File: src/rtl/crfm_pkg.sv
package crfm_pkg;

  localparam int unsigned MAX_RANGES = 64;
  localparam int unsigned ID_BITS = 4;
  localparam int unsigned CP_BITS = 21;
  localparam int unsigned IDX_W = $clog2(MAX_RANGES);
  localparam int unsigned CNT_W = $clog2(MAX_RANGES + 1);

  localparam logic [1:0] ACT_INSERT = 2'd0;
  localparam logic [1:0] ACT_COMPRESS = 2'd1;
  localparam logic [1:0] ACT_LOOKUP = 2'd2;

  typedef struct packed {
    logic [CP_BITS-1:0] first;
    logic [CP_BITS-1:0] last;
    logic [ID_BITS-1:0] id;
  } entry_t;

  typedef struct packed {
    logic [1:0]         action;
    logic [CP_BITS-1:0] range_first;
    logic [CP_BITS-1:0] range_last;
    logic [ID_BITS-1:0] font_id;
    logic [CP_BITS-1:0] code_point;
  } in_t;

  typedef struct packed {
    logic               found;
    logic [ID_BITS-1:0] subset;
    logic               status;
    logic [CNT_W-1:0]   used_entries;
  } out_t;

  typedef struct packed {
    logic               ins;
    logic               shl;
    logic               wr;
    logic [CNT_W-1:0]   wr_idx;
    logic [CNT_W-1:0]   count;
    logic [CP_BITS-1:0] key;
    entry_t             new_e;
  } ctl_t;

  typedef struct packed {
    entry_t ent;
    logic   lt;
    logic   gt;
    logic   cov;
  } cell_st_t;

endpackage

File: src/rtl/crfm_cell.sv
module crfm_cell
  import crfm_pkg::*;
(
  input  logic                 clk_i,
  input  ctl_t                 ctl_i,
  input  logic [IDX_W-1:0]     idx_i,
  input  entry_t               prev_i,
  input  logic                 prev_lt_i,
  input  entry_t               next_i,
  output cell_st_t             st_o
);

  entry_t ent_q, ent_d;
  logic   valid;

  assign valid = {1'b0, idx_i} < ctl_i.count;
  assign st_o.ent = ent_q;
  assign st_o.lt  = valid && (ent_q.first < ctl_i.key);
  assign st_o.gt  = valid && (ent_q.first > ctl_i.key);
  assign st_o.cov = valid && (ent_q.first <= ctl_i.key) && (ctl_i.key <= ent_q.last);

  always_comb begin
    ent_d = ent_q;
    if (ctl_i.ins) begin
      if (!st_o.lt) begin
        ent_d = prev_lt_i ? ctl_i.new_e : prev_i;
      end
    end
    if (ctl_i.shl) begin
      ent_d = next_i;
    end
    if (ctl_i.wr && ({1'b0, idx_i} == ctl_i.wr_idx)) begin
      ent_d = ctl_i.new_e;
    end
  end

  always_ff @(posedge clk_i) begin
    ent_q <= ent_d;
  end

endmodule

File: config.mk
export PLATFORM = sky130hd
export DESIGN_NAME = crfm_cell
export DESIGN_NICKNAME = d
export VERILOG_FILES = /design/src/rtl/crfm_pkg.sv /design/src/rtl/crfm_cell.sv
export SDC_FILE = /design/constraint.sdc
export NUM_CORES = 1
export LEC_CHECK = 0
export ABC_AREA = 1
export BUFFER_PORTS_ARGS = -buffer_cell sky130_fd_sc_hd__buf_2
export CORE_MARGIN = 3
export CORE_UTILIZATION = 23
export CTS_CLUSTER_DIAMETER = 80
export CTS_CLUSTER_SIZE = 20
export DETAILED_ROUTE_END_ITERATION = 8
export GPL_TIMING_DRIVEN = 0
export PLACE_DENSITY = 0.49
export SYNTH_ARGS = -nofsm -noshare
export SYNTH_HDL_FRONTEND = slang
export SYNTH_SLANG_ARGS = --single-unit
export TNS_END_PERCENT = 10
File: constraint.sdc
create_clock -name clk_i -period 4.6 [get_ports clk_i]
set_clock_uncertainty 0.2 [all_clocks]
set_input_delay 0 -clock clk_i [delete_from_list [all_inputs] [get_ports clk_i]]
set_output_delay 0 -clock clk_i [all_outputs]
set_load 0.01 [all_outputs]
==> metrics.log, run 1 <==
[metrics] status: finished, violations left
[metrics] failing checks: negative hold slack
[metrics] number of buffers created by CTS: 5
[metrics] DRT Wirelength: between 15000 and 20000 µm
[metrics] transition time at the pin with the least slew margin: 0.533 ns
[metrics] Post-CTS Setup Bufs: 0
[metrics] element type at the critical path end: flop
[metrics] number of hold buffers added after CTS: 83
[metrics] total number of vias: between 4000 and 5000
[metrics] number of global-route vias before repair: just over 5000
[metrics] number of sinks handled by clock tree synthesis: 46
[metrics] relative slew slack: between 60% and 70%
[metrics] worst hold-check slack: -0.0135 ns
[metrics] area added between synthesis and finish: 57.5%
[metrics] post-route cell area: about 0.0067 mm²
[metrics] CTS max path bufs: 2
[metrics] height of the die: 142 µm
[metrics] internal power consumption: about 990 µW
[metrics] die footprint: a little over 0.02 mm²
[metrics] number of buffers added on ports: around 230
[metrics] Static Leakage: 0.00336 µW
[metrics] proportion of layout cells with a drive suffix above 1: roughly 30%
[metrics] Crit path largest cell delay: between 0.4 and 0.5 ns
[metrics] worst hold path class: primary input to flop
[metrics] most repeated cell in the gate-level netlist after synthesis: sky130_fd_sc_hd__nor2_1
[metrics] Post-Place Cells: about 1100
[metrics] number of flip-flops in the largest register: between 40 and 50
[metrics] initial antenna violation count: 2
[metrics] top cells by area, synth: sky130_fd_sc_hd__edfxtp_1 33%, sky130_fd_sc_hd__nor2_1 19%, sky130_fd_sc_hd__ha_1 14%
[metrics] Clk Latency, worst-skew pair: about 0.3 ns
[metrics] wire length per cell: roughly 14 µm
[metrics] sequence of cells on the critical path: ha_1 -> nand2_1 -> nor2_1 -> nand2_1 -> nor2_1 -> nand2_1 -> nand4_1 -> nand2_1 -> nand2_2 -> buf_12
[metrics] Clock Tree Root: sky130_fd_sc_hd__clkbuf_16
[metrics] total of warnings raised by yosys: 0
[metrics] Final setup violation count: 0
[metrics] post-layout instance count excluding filler cells: between 1000 and 1500
[metrics] post-synthesis sequential area ratio: ~33%
[metrics] critical path class: flop to flop
[metrics] maximum number of pins on one net before global-route repair: 29
[metrics] share of power burned in registers: roughly 38%
[metrics] count of mapped cells out of synthesis: 610
[metrics] maxcap violations: 0
[metrics] Crit Path Max Fanout: 28
[metrics] Comb power frac: 37.2%
[metrics] ys async rst share: 0%
[metrics] number of routed nets with antenna violations: 0
[metrics] WP data required: roughly 4.4 ns
[metrics] H-tree lvl count: 2
[metrics] DRT iter0 DRCs: ~140
[metrics] EDFF count, synth: 46
[metrics] Initial Utilization: a little under a quarter
[metrics] routed vias/inst: around 4.3
[metrics] detailed-router iteration count before antenna repair: 4
[metrics] number of nets in the finished design: 1163
[metrics] weighted congestion reported at the end of routability-driven placement: 0.807
[metrics] setup repair after global routing missed its margin: no
[metrics] synthesized area per cell: a little under 7 µm²
[metrics] CTS tree: yes
[metrics] most common cell type on the critical path: sky130_fd_sc_hd__nand2_1
[metrics] FF+latch count, synth: between 40 and 50
[metrics] syn nets: between 800 and 900
[metrics] area of the multi-input gates: 0.00237 mm²
[metrics] Cell variety after synth: 25
[metrics] cell types with the highest counts after synthesis: 211 x sky130_fd_sc_hd__nor2_1, 74 x sky130_fd_sc_hd__inv_1, 70 x sky130_fd_sc_hd__nand2_1
[metrics] post-synthesis cell type with the largest combined area: sky130_fd_sc_hd__edfxtp_1
[metrics] power dissipated by switching net loads: approximately 470 µW
[metrics] clock share of power: roughly a quarter
[metrics] Resized cells post-CTS: 0
[metrics] number of filler cells placed in the layout: just under 2000
[metrics] most instantiated flip-flop cell in the synthesis netlist: sky130_fd_sc_hd__edfxtp_1
[metrics] post-DP HPWL: 13400 µm
[metrics] summed negative setup slack over all endpoints: 0 ns
[metrics] highest ir drop seen on vdd: about 0.15 mV
[metrics] Power Density: 219 mW/mm²
[metrics] Mapped Area: between 0.004 and 0.005 mm²
[metrics] Switching Share: around a third
[metrics] slowest library cell on the worst path: sky130_fd_sc_hd__edfxtp_1
[metrics] io pins: 233
[metrics] DRC violation count after routing: 0
[metrics] Clock transition at path regs: 0.07 ns
[metrics] fraction of post-synthesis cell area in the top cell type by area: around 33%
[metrics] total placed instance area: ~0.0057 mm²
[metrics] wire length of the first global-routing pass: 25600 µm
[metrics] peak clock frequency supported by timing: 361 MHz
[metrics] final core utilization: between 30% and 40%
[metrics] gr usage total: between 15 and 20%
[metrics] number of hold violations in the final report: 3
[metrics] width of the die: between 100 and 150 µm
[metrics] Reg2Reg Setup Slack: about 1.8 ns
[metrics] sum of overflow across all layers after global routing: 0
[metrics] row cnt: 49
[metrics] Core ar.: between 0.015 and 0.02 mm²
[metrics] final worst path period need: ~2.8 ns
[metrics] crit share post-route: approximately three fifths
[metrics] data arrival at the endpoint of the critical path: between 2 and 3 ns
[metrics] category of the worst setup path launch point: flop
[metrics] Register Area: approximately 0.0014 mm²
[metrics] number of max-slew violations in the final report: 0
[power groups by stage]
stage,registers (µW),logic [µW],clock network (µW)
finish,553,543,364
global route,560,619,392
CTS,555,550,379
detailed placement,564,474,0
global placement,567,466,0
floorplan,578,234,0
[per-layer routing]
layer	vias up	global-route usage (%)	wire length, µm
li1	2612	-	-
met1	2178	21.1	7570
met5	-	0	13
met2	154	28.4	8040
met4	2	3.69	235
met3	14	3.13	930
[per-stage QoR]
step,setup WS [ns],total power [µW]
global placement,0.738,1030
CTS,1.76,1480
global route,1.60,1570
finish,1.83,1460
detailed placement,1.77,1040
floorplan,1.69,812
[worst max-delay path, delay by kind of cell, from the launching register on]
family                   cells  cell delay (ns)
adder cells (fa/ha/maj)      1             0.32
buffers and inverters        1             0.28
flip-flops                   1             0.43
AND/OR/NAND/NOR              8             1.22
[final cells by class]
| class | count | share of cell area, % |
|---|---|---|
| timing repair buffer | 315 | 30.1 |
| buffer | 29 | 3.09 |
| tap | 229 | 4.29 |
| inverter | 75 | 4.22 |
| multi-input combinational | 460 | 35.6 |
| clock buffer | 6 | 1.93 |
| sequential | 46 | 20.7 |
| antenna | 1 | 0.0375 |
| clock inverter | 2 | 0.131 |
[cell usage in the layout, fill, tap and decap left out]
cell type	synthesis	layout
sky130_fd_sc_hd__a21boi_0	1	1
sky130_fd_sc_hd__a21o_1	2	2
sky130_fd_sc_hd__a21oi_1	52	52
sky130_fd_sc_hd__a21oi_2	10	10
sky130_fd_sc_hd__buf_1	1	1
sky130_fd_sc_hd__buf_12	0	1
sky130_fd_sc_hd__buf_2	15	246
sky130_fd_sc_hd__buf_6	6	6
sky130_fd_sc_hd__buf_8	3	3
sky130_fd_sc_hd__clkbuf_1	4	5
sky130_fd_sc_hd__clkbuf_16	0	5
sky130_fd_sc_hd__clkinv_1	0	1
sky130_fd_sc_hd__clkinv_2	0	1
sky130_fd_sc_hd__diode_2	0	1
sky130_fd_sc_hd__dlygate4sd3_1	0	83
sky130_fd_sc_hd__edfxtp_1	46	46
sky130_fd_sc_hd__ha_1	47	47
sky130_fd_sc_hd__inv_1	74	74
sky130_fd_sc_hd__inv_2	1	1
sky130_fd_sc_hd__nand2_1	70	69
sky130_fd_sc_hd__nand2_2	1	2
sky130_fd_sc_hd__nand3_1	4	4
sky130_fd_sc_hd__nand4_1	3	3
sky130_fd_sc_hd__nor2_1	211	211
sky130_fd_sc_hd__nor3_1	49	49
sky130_fd_sc_hd__nor3_2	1	1
sky130_fd_sc_hd__nor4_1	1	1
sky130_fd_sc_hd__o21ai_0	4	4
sky130_fd_sc_hd__o21ai_1	1	1
sky130_fd_sc_hd__xnor2_1	1	1
sky130_fd_sc_hd__xor2_1	2	2
[final timing paths]
kind	from	end	depth (start not counted)
worst max-delay path	st_o[48]	st_o[3]	10
worst min-delay path	prev_i[38]	st_o[41]	5
worst max register to register	st_o[48]	st_o[3]	10
worst min register to register	st_o[32]	st_o[39]	7
[cell families (layout without fill, tap and decap cells)]
group | after synthesis | after routing | synth area share [%]
AOI/OAI and AO/OA | 70 | 70 | 9.32
xor gates and xnor gates | 3 | 3 | 0.620
adders and majority gates | 47 | 47 | 13.9
buffers and inverters | 104 | 427 | 11.5
DFF | 46 | 46 | 32.6
other | 0 | 1 | 0
and+or+nand+nor | 340 | 340 | 32.1
Power figures use the tool's default switching activity.
==> run 2: changes to the inputs <==
--- a/config.mk
+++ b/config.mk
@@ -5,7 +5,7 @@
 export SDC_FILE = /design/constraint.sdc
 export NUM_CORES = 1
 export LEC_CHECK = 0
-export ABC_AREA = 1
+export ABC_AREA = 0
 export BUFFER_PORTS_ARGS = -buffer_cell sky130_fd_sc_hd__buf_2
 export CORE_MARGIN = 3
 export CORE_UTILIZATION = 23
@@ -13,7 +13,7 @@
 export CTS_CLUSTER_SIZE = 20
 export DETAILED_ROUTE_END_ITERATION = 8
 export GPL_TIMING_DRIVEN = 0
-export PLACE_DENSITY = 0.49
+export PLACE_DENSITY = 0.5
 export SYNTH_ARGS = -nofsm -noshare
 export SYNTH_HDL_FRONTEND = slang
 export SYNTH_SLANG_ARGS = --single-unit
==> constraint.sdc (replaced) <==
create_clock -name clk_i -period 2.8 [get_ports clk_i]
set_clock_uncertainty 0.2 [all_clocks]
set_input_delay 0 -clock clk_i [delete_from_list [all_inputs] [get_ports clk_i]]
set_output_delay 0 -clock clk_i [all_outputs]
set_load 0.01 [all_outputs]
==> run 2 against run 1 <==
The flow now finishes without violations. Utilization increased by 4.9 points. Register-to-register slack got worse by 1.7 ns. Clock-buffer cell count decreased by 1. Via count rose by 2.2%. Die area decreased by 6.1%. Sequential share of layout area shrank 1.0 points. Critical path depth fell by 2. Synthesized cell count fell by 27%. Worst setup slack worse by 1.7 ns. Non-clock buffer count is 51 higher. Fmax rose by 2.3%. First-iteration DRC count rose by 140%. Critical path type unchanged. Critical endpoint is now st_o[41]. Largest cell class is now non-clock buffers. Highest routed layer is now met4.
==> metrics.log, run 2 <==
[metrics] width of the die: 137 µm
[metrics] post-synthesis sequential area ratio: about a third
[metrics] peak clock frequency supported by timing: around 370 MHz
[metrics] number of buffers added on ports: 230
[metrics] relative slew slack: 53.0%
[metrics] setup repair after global routing missed its margin: yes
[metrics] wire length of the first global-routing pass: 27500 µm
[metrics] Clk Latency, worst-skew pair: approximately 0.29 ns
[metrics] row cnt: 47
[metrics] Static Leakage: 0.00318 µW
[metrics] number of flip-flops in the largest register: between 40 and 50
[metrics] element type at the critical path end: flop
[metrics] wire length per cell: between 15 and 20 µm
[metrics] Cell variety after synth: 36
[metrics] Final Total Pwr: between 2000 and 3000 µW
[metrics] initial antenna violation count: 1
[metrics] Final setup violation count: 0
[metrics] syn nets: 674
[metrics] FF+latch count, synth: 46
[metrics] final worst path period need: between 2 and 3 ns
[metrics] number of filler cells placed in the layout: roughly 1700
[metrics] fraction of post-synthesis cell area in the top cell type by area: roughly a third
[metrics] Power Density: around 370 mW/mm²
[metrics] cell types with the highest counts after synthesis: 60 x sky130_fd_sc_hd__a21oi_1, 49 x sky130_fd_sc_hd__inv_1, 47 x sky130_fd_sc_hd__ha_1
[metrics] data arrival at the endpoint of the critical path: ~2.5 ns
[metrics] Post-Place Cells: approximately 900
[metrics] number of max-slew violations in the final report: 0
[metrics] final setup slack of the worst path: about 0.095 ns
[metrics] CTS max path bufs: 2
[metrics] EDFF count, synth: 46
[metrics] summed negative setup slack over all endpoints: 0 ns
[metrics] number of hold violations in the final report: 0
[metrics] leading cell type in the layout, fill and taps excluded: sky130_fd_sc_hd__buf_2
[metrics] Initial Utilization: 23.7%
[metrics] Synth Area in XOR/XNOR: 1.32%
[metrics] proportion of layout cells with a drive suffix above 1: about a third
[metrics] H-tree lvl count: 2
[metrics] Clock Tree Root: sky130_fd_sc_hd__clkbuf_16
[metrics] post-synthesis share of cell area spent on full adders, half adders and majority gates: 14.8%
[metrics] weighted congestion reported at the end of routability-driven placement: between 0.8 and 0.9
[metrics] total of warnings raised by yosys: 0
[metrics] total number of vias: around 5100
[metrics] most repeated cell in the gate-level netlist after synthesis: sky130_fd_sc_hd__a21oi_1
[metrics] Core ar.: 0.0168 mm²
[metrics] Synth Area in Compound Gates: 26.5%
[metrics] maxcap violations: 0
[metrics] status: finished, final reports clean
[metrics] height of the die: 137 µm
[metrics] sequence of cells on the critical path: ha_4 -> nand4_1 -> or4_4 -> o21ai_2 -> a21oi_2 -> a31oi_4 -> clkbuf_16 -> buf_16
[metrics] slowest library cell on the worst path: sky130_fd_sc_hd__or4_4
[metrics] die footprint: 0.0189 mm²
[metrics] post-layout instance count excluding filler cells: a little over 1000
[metrics] basic-gate share of the synthesized area counting and, or, nand and nor cells: around 15%
[metrics] maximum number of pins on one net before global-route repair: 19
[metrics] DRT Wirelength: about 19000 µm
[metrics] post-synthesis cell type with the largest combined area: sky130_fd_sc_hd__edfxtp_1
[metrics] multiplexer area fraction after synthesis: 0%
[metrics] number of nets in the finished design: roughly 1000
[metrics] number of routed nets with antenna violations: 0
[metrics] synthesized area per cell: around 9 µm²
[metrics] combinational family with the most area after synthesis: compound AO/OA/AOI/OAI gates
[metrics] category of the worst setup path launch point: flop
[metrics] routed vias/inst: between 4 and 5
[metrics] Mapped Area: between 0.003 and 0.004 mm²
[metrics] CTS tree: yes
[metrics] area added between synthesis and finish: 77.1%
[metrics] io pins: between 200 and 250
[metrics] post-DP HPWL: 14600 µm
[metrics] most instantiated flip-flop cell in the synthesis netlist: sky130_fd_sc_hd__edfxtp_1
[metrics] number of buffers created by CTS: 5
[metrics] Crit Path Max Fanout: 18
[metrics] post-route cell area: 0.00703 mm²
[metrics] highest ir drop seen on vdd: around 0.19 mV
[metrics] detailed-router iteration count before antenna repair: 6
[metrics] critical path class: flop to flop
[metrics] number of global-route vias before repair: about 5100
[metrics] Worst Setup Slack post-DPL: -0.415 ns
[metrics] count of mapped cells out of synthesis: 443
[metrics] top cells by area, synth: sky130_fd_sc_hd__edfxtp_1 35%, sky130_fd_sc_hd__ha_1 15%, sky130_fd_sc_hd__a22oi_1 8.7%
[metrics] total placed instance area: 0.00550 mm²
[metrics] gr usage total: about a fifth
[metrics] sum of overflow across all layers after global routing: 0
[metrics] transition time at the pin with the least slew margin: approximately 0.7 ns
[metrics] DRC violation count after routing: 0
[metrics] Crit path largest cell delay: 0.58 ns
[metrics] crit share post-route: roughly 97%
[metrics] ys async rst share: 0%
[metrics] commonest cells after routing, fill and taps aside: 235 x sky130_fd_sc_hd__buf_2, 130 x sky130_fd_sc_hd__dlygate4sd3_1, 59 x sky130_fd_sc_hd__a21oi_1
[metrics] number of sinks handled by clock tree synthesis: 46
[metrics] worst hold path class: primary input to flop
[metrics] DRT iter0 DRCs: 328
[metrics] WP data required: around 2.6 ns
[metrics] Clock transition at path regs: ~0.070 ns
[run 2: cell count changes in the layout (fill, tap and decap cells not counted), moves of 11 or more]
cell                            before  now
sky130_fd_sc_hd__dlygate4sd3_1      83  130
sky130_fd_sc_hd__nor3_1             49    2
sky130_fd_sc_hd__inv_1              74   49
sky130_fd_sc_hd__buf_2             246  235
sky130_fd_sc_hd__a22oi_1             0   46
sky130_fd_sc_hd__nand2_1            69   11
sky130_fd_sc_hd__clkbuf_1            5   18
sky130_fd_sc_hd__nor2_1            211    8
sky130_fd_sc_hd__nor3b_1             0   44
sky130_fd_sc_hd__o21ai_0             4   43
[run 2: layer usage]
metal / routed length (µm) / global-route usage, % / share of wire (%)
met2: 9580 / 33.6 / 50
met4: 417 / 5.38 / 2.2
met5: 0 / 0 / 0
met3: 1020 / 2.63 / 5.4
met1: 7990 / 24.4 / 42
[run 2: timing repair]
action,4_1_cts,5_1_grt
hold endpoints to repair,46,0
setup endpoints to repair,48,56
gates resized for setup,1,7
hold buffers,130,0
setup buffers,3,1
pin swaps,3,4
cloned,0,0
[run 2: path summary, 6_finish.rpt]
kind	start	endpoint	slack, ns	cells past startpoint
min	ctl_i[31]	st_o[34]	0.002	3
max	st_o[42]	st_o[41]	0.1	8
max reg2reg	st_o[42]	st_o[41]	0.1	8
min reg2reg	st_o[47]	st_o[36]	1.15	7
[run 2: stage by stage]
stage / hold slack, ns / util (%)
finish: 0.00242 / 41.9
floorplan: -0.0129 / -
global route: 0.0212 / 41.9
detailed placement: 0.0869 / 32.8
global placement: 0.0898 / 32.5
CTS: 0.000630 / 41.6
[run 2: power by group]
group | total [µW] | internal [µW] | switching (µW)
clock | 599 | 327 | 272
sequential | 943 | 881 | 61.9
combinational | 1030 | 522 | 507
total | 2570 | 1730 | 840
[run 2: critical path, delay by kind of cell, from the launching register on]
kind,cells,cell delay (ns)
AO/OA/AOI/OAI,3,0.42
adder cells (fa/ha/maj),1,0.30
buffers and inverters,2,0.33
flip-flops,1,0.45
AND/OR/NAND/NOR,2,0.70
[run 2: cell families after synthesis]
group | after synthesis
and+or+nand+nor | 89
xor gates and xnor gates | 6
DFF | 46
buffers and inverters | 78
AOI/OAI and AO/OA | 177
adders and majority gates | 47
[run 2: final cells by class]
type                    instances  area [µm²]  share of cell area, %
flip-flops and latches         46        1380                   19.6
multi-input cells             319        2360                   33.5
clock buffers                   5         125                   1.78
clock inverters                 3        16.3                  0.231
diodes                          2        5.00                 0.0712
well taps                     220         275                   3.92
plain buffers                  29         138                   1.96
inverters                      49         184                   2.62
repair buffers                366        2550                   36.2
